### src/sv/vector_distance_kernel_top_macros.svh
// Assertion macros shared by the RTL files.
`ifndef VECTOR_DISTANCE_KERNEL_TOP_MACROS_SVH
`define VECTOR_DISTANCE_KERNEL_TOP_MACROS_SVH
// Implication checked on every clock edge outside reset.
`define VDK_ASSERT_IMP(label, clk, rst, cond, prop, msg) \
   label: assert property (@(posedge clk) disable iff (rst) (cond) |-> (prop)) \
      else $error(msg);
// Next-cycle implication checked outside reset.
`define VDK_ASSERT_NEXT(label, clk, rst, cond, prop, msg) \
   label: assert property (@(posedge clk) disable iff (rst) (cond) |=> (prop)) \
      else $error(msg);
`endif

### src/sv/vdk_pkg.sv
`timescale 1ns / 1ps
`default_nettype none
package vdk_pkg;
   localparam logic [2:0] KSEL_CHI = 3'd0;
   localparam logic [2:0] KSEL_L1 = 3'd1;
   localparam logic [2:0] KSEL_L2 = 3'd2;
   localparam logic [2:0] KSEL_DOT = 3'd3;
   localparam logic [2:0] KSEL_INT = 3'd4;

   // One classified item travelling from the front to the back.
   typedef struct packed {
      logic signed [15:0] value_a;
      logic signed [15:0] value_b;
      logic               last_element;
      logic [2:0]         kernel;
   } item_type;
endpackage
`default_nettype wire

### src/sv/vector_distance_kernel_top.sv
// Channel  Handshake        Payload
// req      valid / stall    value_a, value_b, last_element
// rsp      valid / stall    distance
// csr      valid / ready    kernel_select (3 bits)
// L1, L2 and dot items pass the term and add steps in the back part; chi-square and
// intersection also pass the one-bit-a-cycle divider between them, unless a+b is 0.
// A last item adds an output step to load the result, and an L2 sum passes the root step first.
// Reset clears the running sum, the kernel select and the queue.
// A two-entry queue lets the input keep transferring while the back is busy, until both entries are full.
// A stalled result holds in its register and holds the next last item in the add step.
`timescale 1ns / 1ps
`default_nettype none
module vector_distance_kernel_top (
   input  wire                 clock,
   input  wire                 reset,
   input  wire                 req_valid,
   output logic                req_stall,
   input  wire  signed [15:0]  req_value_a,
   input  wire  signed [15:0]  req_value_b,
   input  wire                 req_last_element,
   output logic                rsp_valid,
   input  wire                 rsp_stall,
   output logic signed [47:0]  rsp_distance,
   input  wire                 csr_valid,
   output logic                csr_ready,
   input  wire  [2:0]          csr_data
);
   import vdk_pkg::*;

   logic [2:0] ksel_ff;
   logic       item_valid, item_take;
   item_type   item;

   // The register takes every write transfer.
   assign csr_ready = 1'b1;
   always_ff @(posedge clock) begin
      if (reset) ksel_ff <= KSEL_CHI;
      else if (csr_valid) ksel_ff <= csr_data;
   end

   vdk_front u_front (
      .clock, .reset, .req_valid, .req_stall, .req_value_a, .req_value_b,
      .req_last_element, .kernel_select(ksel_ff), .item_valid, .item, .item_take
   );

   vdk_back u_back (
      .clock, .reset, .item_valid, .item, .item_take, .rsp_valid, .rsp_stall,
      .rsp_distance
   );
endmodule
`default_nettype wire

### src/sv/vdk_front.sv
`timescale 1ns / 1ps
`default_nettype none
// Two-entry input queue towards the back part.
module vdk_front (
   input  wire                  clock,
   input  wire                  reset,
   input  wire                  req_valid,
   output logic                 req_stall,
   input  wire  signed [15:0]   req_value_a,
   input  wire  signed [15:0]   req_value_b,
   input  wire                  req_last_element,
   input  wire  [2:0]           kernel_select,
   output logic                 item_valid,
   output vdk_pkg::item_type    item,
   input  wire                  item_take
);
   import vdk_pkg::*;
   `include "vector_distance_kernel_top_macros.svh"

   item_type   q_ff [2];
   logic [1:0] count_ff, count_in;
   logic       rd_ff, rd_in;
   logic       push, pop;

   // The queue stalls the input only when both entries are full.
   assign req_stall  = (count_ff == 2'd2);
   assign push       = req_valid && !req_stall;
   assign pop        = item_take && (count_ff != 2'd0);
   assign item_valid = (count_ff != 2'd0);
   assign item       = q_ff[rd_ff];

   always_comb begin
      count_in = count_ff + {1'b0, push} - {1'b0, pop};
      rd_in    = pop ? !rd_ff : rd_ff;
   end

   // Write pointer is the read pointer plus the fill count.
   always_ff @(posedge clock) begin
      if (reset) begin
         count_ff <= 2'd0;
         rd_ff    <= 1'b0;
      end else begin
         count_ff <= count_in;
         rd_ff    <= rd_in;
      end
      if (push) begin
         q_ff[rd_ff ^ count_ff[0]] <= '{req_value_a, req_value_b, req_last_element,
                                        kernel_select};
      end
   end

   `VDK_ASSERT_IMP(a_no_overflow, clock, reset, 1'b1, count_ff <= 2'd2, "queue overflow")
   `VDK_ASSERT_NEXT(a_full_stalls, clock, reset, count_ff == 2'd2 && !item_take,
                    req_stall, "full queue accepted")
endmodule
`default_nettype wire

### src/sv/vdk_back.sv
`timescale 1ns / 1ps
`default_nettype none
// Term computation, accumulation, division and root sequencer.
module vdk_back (
   input  wire                  clock,
   input  wire                  reset,
   input  wire                  item_valid,
   input  vdk_pkg::item_type    item,
   output logic                 item_take,
   output logic                 rsp_valid,
   input  wire                  rsp_stall,
   output logic signed [47:0]   rsp_distance
);
   import vdk_pkg::*;
   `include "vector_distance_kernel_top_macros.svh"

   localparam logic [2:0] ST_IDLE = 3'd0;
   localparam logic [2:0] ST_TERM = 3'd1;
   localparam logic [2:0] ST_DIV  = 3'd2;
   localparam logic [2:0] ST_ACC  = 3'd3;
   localparam logic [2:0] ST_SQRT = 3'd4;
   localparam logic [2:0] ST_OUT  = 3'd5;
   localparam logic signed [47:0] SUM_MAX = {1'b0, {47{1'b1}}};
   localparam logic signed [47:0] SUM_MIN = {1'b1, {47{1'b0}}};

   logic [2:0]          st_ff;
   item_type            it_ff;
   logic signed [47:0]  sum_ff;
   logic signed [49:0]  term_ff;
   logic [48:0]         num_ff, rem_ff;
   logic [16:0]         den_ff;
   logic                neg_ff;
   logic [5:0]          cnt_ff;
   logic [63:0]         sx_ff, sres_ff, sbit_ff;
   logic signed [47:0]  dist_ff;
   logic                rv_ff;

   logic signed [16:0]  d, s;
   logic signed [33:0]  dsq, prod;
   logic [16:0]         absd;
   logic signed [15:0]  mn;
   logic signed [50:0]  acc;
   logic signed [47:0]  acc_sat;
   logic [49:0]         rtry;
   logic [63:0]         stry;

   assign item_take    = (st_ff == ST_IDLE) && item_valid;
   assign rsp_valid    = rv_ff;
   assign rsp_distance = dist_ff;

   always_comb begin
      d    = 17'(it_ff.value_a) - 17'(it_ff.value_b);
      s    = 17'(it_ff.value_a) + 17'(it_ff.value_b);
      dsq  = d * d;
      prod = it_ff.value_a * it_ff.value_b;
      absd = d[16] ? 17'(-d) : 17'(d);
      mn   = (it_ff.value_a < it_ff.value_b) ? it_ff.value_a : it_ff.value_b;
      acc  = 51'(sum_ff) + 51'(term_ff);
      if (acc > 51'(SUM_MAX)) acc_sat = SUM_MAX;
      else if (acc < 51'(SUM_MIN)) acc_sat = SUM_MIN;
      else acc_sat = acc[47:0];
      rtry = {rem_ff, num_ff[48]} - {33'd0, den_ff};
      stry = sres_ff + sbit_ff;
   end

   // Sequencer: one item at a time through term, divide, add, root and output steps.
   always_ff @(posedge clock) begin
      if (reset) begin
         st_ff  <= ST_IDLE;
         sum_ff <= '0;
         rv_ff  <= 1'b0;
      end else begin
         if (rv_ff && !rsp_stall && st_ff != ST_OUT) rv_ff <= 1'b0;
         unique case (st_ff)
            ST_IDLE: begin
               if (item_valid) begin
                  it_ff <= item;
                  st_ff <= ST_TERM;
               end
            end
            ST_TERM: begin
               st_ff <= ST_ACC;
               case (it_ff.kernel) inside
                  KSEL_CHI, KSEL_INT: begin
                     term_ff <= '0;
                     if (s != 0) begin
                        neg_ff <= s[16];
                        den_ff <= s[16] ? 17'(-s) : 17'(s);
                        num_ff <= (it_ff.kernel == KSEL_CHI) ? {7'd0, dsq[33:0], 8'd0}
                                 : 49'(mn[15] ? -(34'(mn)) : 34'(mn)) << 16;
                        if (it_ff.kernel == KSEL_INT) neg_ff <= s[16] ^ mn[15];
                        rem_ff <= '0;
                        cnt_ff <= 6'd0;
                        st_ff  <= ST_DIV;
                     end
                  end
                  KSEL_L1:  term_ff <= 50'(absd) << 8;
                  KSEL_L2:  term_ff <= 50'(dsq);
                  KSEL_DOT: term_ff <= 50'(prod);
                  default:  term_ff <= '0;
               endcase
            end
            ST_DIV: begin
               // Restoring division, one quotient bit a cycle.
               if (!rtry[49]) rem_ff <= rtry[48:0];
               else rem_ff <= {rem_ff[47:0], num_ff[48]};
               num_ff <= {num_ff[47:0], !rtry[49]};
               cnt_ff <= cnt_ff + 6'd1;
               if (cnt_ff == 6'd48) begin
                  term_ff <= neg_ff ? -(50'({num_ff[47:0], !rtry[49]}))
                                    : 50'({num_ff[47:0], !rtry[49]});
                  st_ff   <= ST_ACC;
               end
            end
            ST_ACC: begin
               // A last item waits here while an earlier result is still held.
               if (!it_ff.last_element) begin
                  sum_ff <= acc_sat;
                  st_ff  <= ST_IDLE;
               end else if (!rv_ff || !rsp_stall) begin
                  sum_ff <= '0;
                  if (acc_sat == 0) begin
                     dist_ff <= 48'sd1;
                     st_ff   <= ST_OUT;
                  end else if (it_ff.kernel == KSEL_L2) begin
                     sx_ff   <= acc_sat[47] ? 64'd0 : {acc_sat, 16'd0};
                     sres_ff <= '0;
                     sbit_ff <= 64'd1 << 62;
                     st_ff   <= ST_SQRT;
                  end else begin
                     dist_ff <= acc_sat;
                     st_ff   <= ST_OUT;
                  end
               end
            end
            ST_SQRT: begin
               // Bit-pair square root, one result bit a cycle.
               if (sx_ff >= stry) begin
                  sx_ff   <= sx_ff - stry;
                  sres_ff <= (sres_ff >> 1) + sbit_ff;
               end else begin
                  sres_ff <= sres_ff >> 1;
               end
               sbit_ff <= sbit_ff >> 2;
               if (sbit_ff == 64'd1) begin
                  dist_ff <= (sx_ff >= stry) ? 48'((sres_ff >> 1) + sbit_ff)
                                             : 48'(sres_ff >> 1);
                  st_ff   <= ST_OUT;
               end
            end
            ST_OUT: begin
               rv_ff <= 1'b1;
               st_ff <= ST_IDLE;
            end
            default: st_ff <= ST_IDLE;
         endcase
      end
   end

   `VDK_ASSERT_NEXT(a_rsp_hold, clock, reset, rv_ff && rsp_stall,
                    rv_ff && $stable(dist_ff), "result changed under stall")
   `VDK_ASSERT_IMP(a_take_idle, clock, reset, item_take, st_ff == ST_IDLE,
                   "item taken while busy")
   `VDK_ASSERT_NEXT(a_last_clears, clock, reset,
                    st_ff == ST_ACC && it_ff.last_element && (!rv_ff || !rsp_stall),
                    sum_ff == 0, "sum not cleared after last element")
endmodule
`default_nettype wire
### config.mk
export PLATFORM = sky130hd
export DESIGN_NAME = vector_distance_kernel_top
export DESIGN_NICKNAME = d
export VERILOG_FILES = /design/src/sv/vdk_pkg.sv /design/src/sv/vector_distance_kernel_top.sv /design/src/sv/vdk_front.sv /design/src/sv/vdk_back.sv
export VERILOG_INCLUDE_DIRS = /design/src /design/src/sv
export SDC_FILE = /design/constraint.sdc
export NUM_CORES = 2
export LEC_CHECK = 0
export ABC_AREA = 1
export BUFFER_PORTS_ARGS = -buffer_cell sky130_fd_sc_hd__buf_2
export CAP_MARGIN = 10
export CORE_UTILIZATION = 46
export DETAILED_ROUTE_END_ITERATION = 10
export GPL_ROUTABILITY_DRIVEN = 1
export PLACE_DENSITY = 0.69
export REMOVE_ABC_BUFFERS = 1
export SYNTH_ARGS = -nofsm -noshare
export SYNTH_HDL_FRONTEND = slang
export SYNTH_SLANG_ARGS = --single-unit
### constraint.sdc
create_clock -name clock -period 8.7 [get_ports clock]
set_clock_uncertainty 0.15 [all_clocks]
set_input_delay 0.435 -clock clock [delete_from_list [all_inputs] [get_ports clock]]
set_output_delay 0.435 -clock clock [all_outputs]
set_load 0.005 [all_outputs]
==> flow_results.xml <==
<?xml version="1.0" encoding="UTF-8"?>
<metrics>
  <group name="sta">
    <metric name="finalSetupViolCount" unit="">0</metric>
    <metric name="maxClockFrequency" unit="MHz">118</metric>
    <metric name="finalHoldViolCount" unit="">0</metric>
    <metric name="tightestPinTransition" unit="ns">1.13</metric>
    <metric name="slew-limit-headroom" unit="">0.240</metric>
    <metric name="rsz_0062_raised_after_global_routing" unit="">true</metric>
    <metric name="final_max_slew_viol_count" unit="">0</metric>
    <metric name="layout_worst_path_cycle_share" unit="">0.978</metric>
    <metric name="timing.final.crit_period" unit="ns">8.51</metric>
  </group>
  <group name="synth">
    <metric name="synthSimpleGateAreaFrac" unit="">0.206</metric>
    <metric name="synthAdderAreaFrac" unit="">0.261</metric>
    <metric name="synth-xor-area-share" unit="">0.0369</metric>
    <metric name="synth.mux.area_fraction" unit="">0</metric>
    <metric name="synthTopCellsByArea" unit="">sky130_fd_sc_hd__edfxtp_1, sky130_fd_sc_hd__fa_1, sky130_fd_sc_hd__nand2_1</metric>
    <metric name="yosysMostFrequentCell" unit="">sky130_fd_sc_hd__nand2_1</metric>
    <metric name="synth_enable_flop_cells" unit="">488</metric>
    <metric name="netlist_top_cells_count" unit="">sky130_fd_sc_hd__nand2_1, sky130_fd_sc_hd__inv_1, sky130_fd_sc_hd__nor2_1, sky130_fd_sc_hd__fa_1, sky130_fd_sc_hd__a21oi_1</metric>
    <metric name="ys.warnings.count" unit="">0</metric>
    <metric name="post_synth_num_cell_types" unit="">78</metric>
    <metric name="synth_compound_gate_area_share" unit="">0.124</metric>
    <metric name="number_of_synthesized_register_bits" unit="">546</metric>
    <metric name="synth_top_area_share" unit="">0.241</metric>
    <metric name="synth-main-ff-cell" unit="">sky130_fd_sc_hd__edfxtp_1</metric>
    <metric name="syn-cell-area" unit="um2">60700</metric>
    <metric name="gate_count_after_technology_mapping" unit="">7886</metric>
    <metric name="syn-mean-instance-area" unit="um2">7.70</metric>
    <metric name="synthDominantAreaCellType" unit="">sky130_fd_sc_hd__edfxtp_1</metric>
    <metric name="synth_top_family_by_area" unit="">adder cells</metric>
    <metric name="async_reset_ff_frac" unit="">0</metric>
    <metric name="synth-seq-area-share" unit="">0.260</metric>
  </group>
  <group name="setup_path">
    <metric name="slowest_delay" unit="ns">0.59</metric>
    <metric name="cp-end-kind" unit="">register</metric>
    <metric name="cp-start-kind" unit="">register</metric>
    <metric name="cp.required" unit="ns">8.97</metric>
    <metric name="arrival_time_at_the_worst_endpoint" unit="ns">8.78</metric>
    <metric name="crit_path_top_delay_cell" unit="">sky130_fd_sc_hd__fa_1</metric>
    <metric name="crit_path_top_cell_by_count" unit="">sky130_fd_sc_hd__fa_1</metric>
    <metric name="worstSetupPathType" unit="">register to register</metric>
    <metric name="cp_max_fo" unit="">8</metric>
  </group>
  <group name="floorplan">
    <metric name="number_of_cell_rows" unit="">132</metric>
    <metric name="top_level_ports" unit="">92</metric>
    <metric name="die_area" unit="um2">133000</metric>
    <metric name="die_h" unit="um">365</metric>
    <metric name="initial_utilization" unit="">0.466</metric>
    <metric name="core_region_area" unit="um2">130000</metric>
    <metric name="die-width" unit="um">365</metric>
  </group>
  <group name="routing">
    <metric name="initialDrtViolationCount" unit="">4541</metric>
    <metric name="route.vias.total" unit="">54000</metric>
    <metric name="final_ant_viol_nets" unit="">0</metric>
    <metric name="vias_per_cell" unit="">5.47</metric>
    <metric name="detail_route.first_pass.iterations" unit="">6</metric>
    <metric name="drt_drc_violations_left" unit="">0</metric>
    <metric name="wire_per_inst" unit="um">20.0</metric>
    <metric name="detail_route.wirelength" unit="mm">198</metric>
  </group>
  <group name="place">
    <metric name="port_buffers" unit="">90</metric>
    <metric name="postPlaceCellArea" unit="um2">64000</metric>
    <metric name="dpl.hpwl" unit="mm">158</metric>
    <metric name="gpl.final_weighted_congestion" unit="">1.01</metric>
  </group>
  <group name="global_route">
    <metric name="first_global_vias" unit="">54400</metric>
    <metric name="grt_start_max_net_pins" unit="">73</metric>
    <metric name="global_route.usage.total" unit="">0.296</metric>
    <metric name="wire_length_of_the_first_global_routing_pass" unit="mm">304</metric>
    <metric name="total_gr_overflow" unit="">0</metric>
    <metric name="antenna_found_initial" unit="">6</metric>
  </group>
  <group name="layout">
    <metric name="ratio_of_cells_with_drive_above_1_in_the_final_layout" unit="">0.0832</metric>
    <metric name="flow.area_growth_from_synthesis" unit="%">11.1</metric>
    <metric name="fin_nets" unit="">9071</metric>
    <metric name="final_cell_area" unit="um2">67400</metric>
  </group>
  <group name="clock_tree">
    <metric name="cts_root_buf" unit="">sky130_fd_sc_hd__clkbuf_16</metric>
    <metric name="cts_buffers" unit="">67</metric>
    <metric name="clock_insertion_delay_at_the_later_pin_of_the_skew_report" unit="ns">0.70</metric>
    <metric name="cts-root-to-sink-buffers" unit="">3</metric>
    <metric name="cts_h_tree_depth" unit="">3</metric>
    <metric name="cts_tree" unit="">built</metric>
    <metric name="clk_pin_slew_worst_paths" unit="ns">0.06</metric>
    <metric name="clock_sinks" unit="">546</metric>
  </group>
  <group name="flow_run">
    <metric name="max_cap_violations" unit="">0</metric>
  </group>
  <group name="outcome">
    <metric name="result_of_the_run" unit="">completed</metric>
  </group>
  <group name="min_path">
    <metric name="hold_class" unit="">primary input to register</metric>
  </group>
</metrics>
cells by family (layout without fill, tap and decap cells):
| kind of cell | Yosys count | after routing |
|---|---|---|
| AO/OA/AOI/OAI | 1322 | 1322 |
| adder cells (fa/ha/maj) | 945 | 945 |
| XOR/XNOR | 255 | 255 |
| AND/OR/NAND/NOR | 3037 | 3037 |
| other | 1 | 2 |
| flip-flops | 546 | 546 |
| buffers and inverters | 1780 | 2031 |
final timing paths:
check             cells past startpoint  slack, ns        startpoint             endpoint
hold reg to reg                       0       0.30        ksel_ff[1]   u_front.q_ff[1][1]
setup reg to reg                     38       0.19  u_back.it_ff[20]   u_back.term_ff[47]
hold / removal                        3       0.21             reset  u_front.count_ff[0]
setup / recovery                     38       0.19  u_back.it_ff[20]   u_back.term_ff[47]
sequential cells by signal, indices dropped and copies added, names as in the netlist, 32 cells and up:
register and cells:
u_front.q_ff 72, u_back.sres_ff 64, u_back.sx_ff 64, u_back.term_ff 50, u_back.num_ff 49, u_back.rem_ff 49
u_back.rsp_distance 48, u_back.sum_ff 48, u_back.it_ff 36, u_back.sbit_ff 32
routing by layer:
| layer | global-route usage | routed length, um | up-vias |
|---|---|---|---|
| met5 | 0 | 56 | - |
| met3 | 0.0419 | 12200 | 536 |
| met2 | 0.506 | 94800 | 1991 |
| li1 | - | - | 25600 |
| met4 | 0.157 | 11900 | 8 |
| met1 | 0.361 | 78500 | 25900 |
worst max-delay path, delay by kind of cell (launching register included):
family,cells,cell delay (ns)
buffers and inverters,8,1.04
adder cells (fa/ha/maj),9,3.72
AO/OA/AOI/OAI,10,1.71
AND/OR/NAND/NOR,10,0.90
XOR/XNOR,1,0.30
flip-flops,1,0.39
timing repair:
action | 4_1_cts | 5_1_grt
cloned | 0 | 2
pin swaps | 8 | 64
setup endpoints to repair | 21 | 47
hold buffers | 43 | 0
hold endpoints to repair | 70 | 0
setup buffers | 2 | 12
gates resized for setup | 21 | 115
final cells by class:
| cell class | count | area (um2) |
|---|---|---|
| Clock inverter | 47 | 541 |
| Fill cell | 12600 | 62700 |
| Clock buffer | 74 | 1730 |
| Multi-Input combinational cell | 5560 | 38700 |
| Inverter | 1572 | 5910 |
| Sequential cell | 546 | 15800 |
| Tap cell | 1742 | 2180 |
| Antenna cell | 1 | 2.50 |
| Timing Repair Buffer | 338 | 2570 |
placed cells by master, fill, tap and decap left out, types with 41 or more instances in the layout:
cell and count:
sky130_fd_sc_hd__nor2_1 727, sky130_fd_sc_hd__xnor2_1 92, sky130_fd_sc_hd__nor3_1 69, sky130_fd_sc_hd__inv_1 1517, sky130_fd_sc_hd__nand3_1 249, sky130_fd_sc_hd__o21ai_1 56, sky130_fd_sc_hd__inv_2 47, sky130_fd_sc_hd__dfxtp_1 58
sky130_fd_sc_hd__fa_1 528, sky130_fd_sc_hd__dlygate4sd3_1 43, sky130_fd_sc_hd__nand4_1 53, sky130_fd_sc_hd__buf_2 90, sky130_fd_sc_hd__clkbuf_16 70, sky130_fd_sc_hd__edfxtp_1 488, sky130_fd_sc_hd__ha_1 395, sky130_fd_sc_hd__nand2_1 1745
sky130_fd_sc_hd__a31oi_1 55, sky130_fd_sc_hd__nand2_2 43, sky130_fd_sc_hd__xor2_1 159, sky130_fd_sc_hd__buf_4 187, sky130_fd_sc_hd__o211ai_1 41, sky130_fd_sc_hd__o22ai_1 48, sky130_fd_sc_hd__o21ai_0 392, sky130_fd_sc_hd__a21oi_1 511
metrics by stage:
| stage | setup WS (ns) | cells | hold slack [ns] | TNS [ns] | utilization |
|---|---|---|---|---|---|
| after floorplan | -1.50 | 7678 | 0.270 | -98.51 | - |
| after global placement | -0.167 | 9699 | 0.280 | -2.39 | 0.492 |
| after detailed placement | -0.312 | 9699 | 0.284 | -4.46 | 0.492 |
| after CTS | 0.00555 | 9865 | 0.228 | 0 | 0.513 |
| after global routing | -0.0967 | 9879 | 0.242 | -1.36 | 0.518 |
| final | 0.192 | 9880 | 0.212 | 0 | 0.518 |
Power is left out: the tool's default activity adds up to more than one toggle a clock period on the data nets, which glitch-free logic cannot reach.
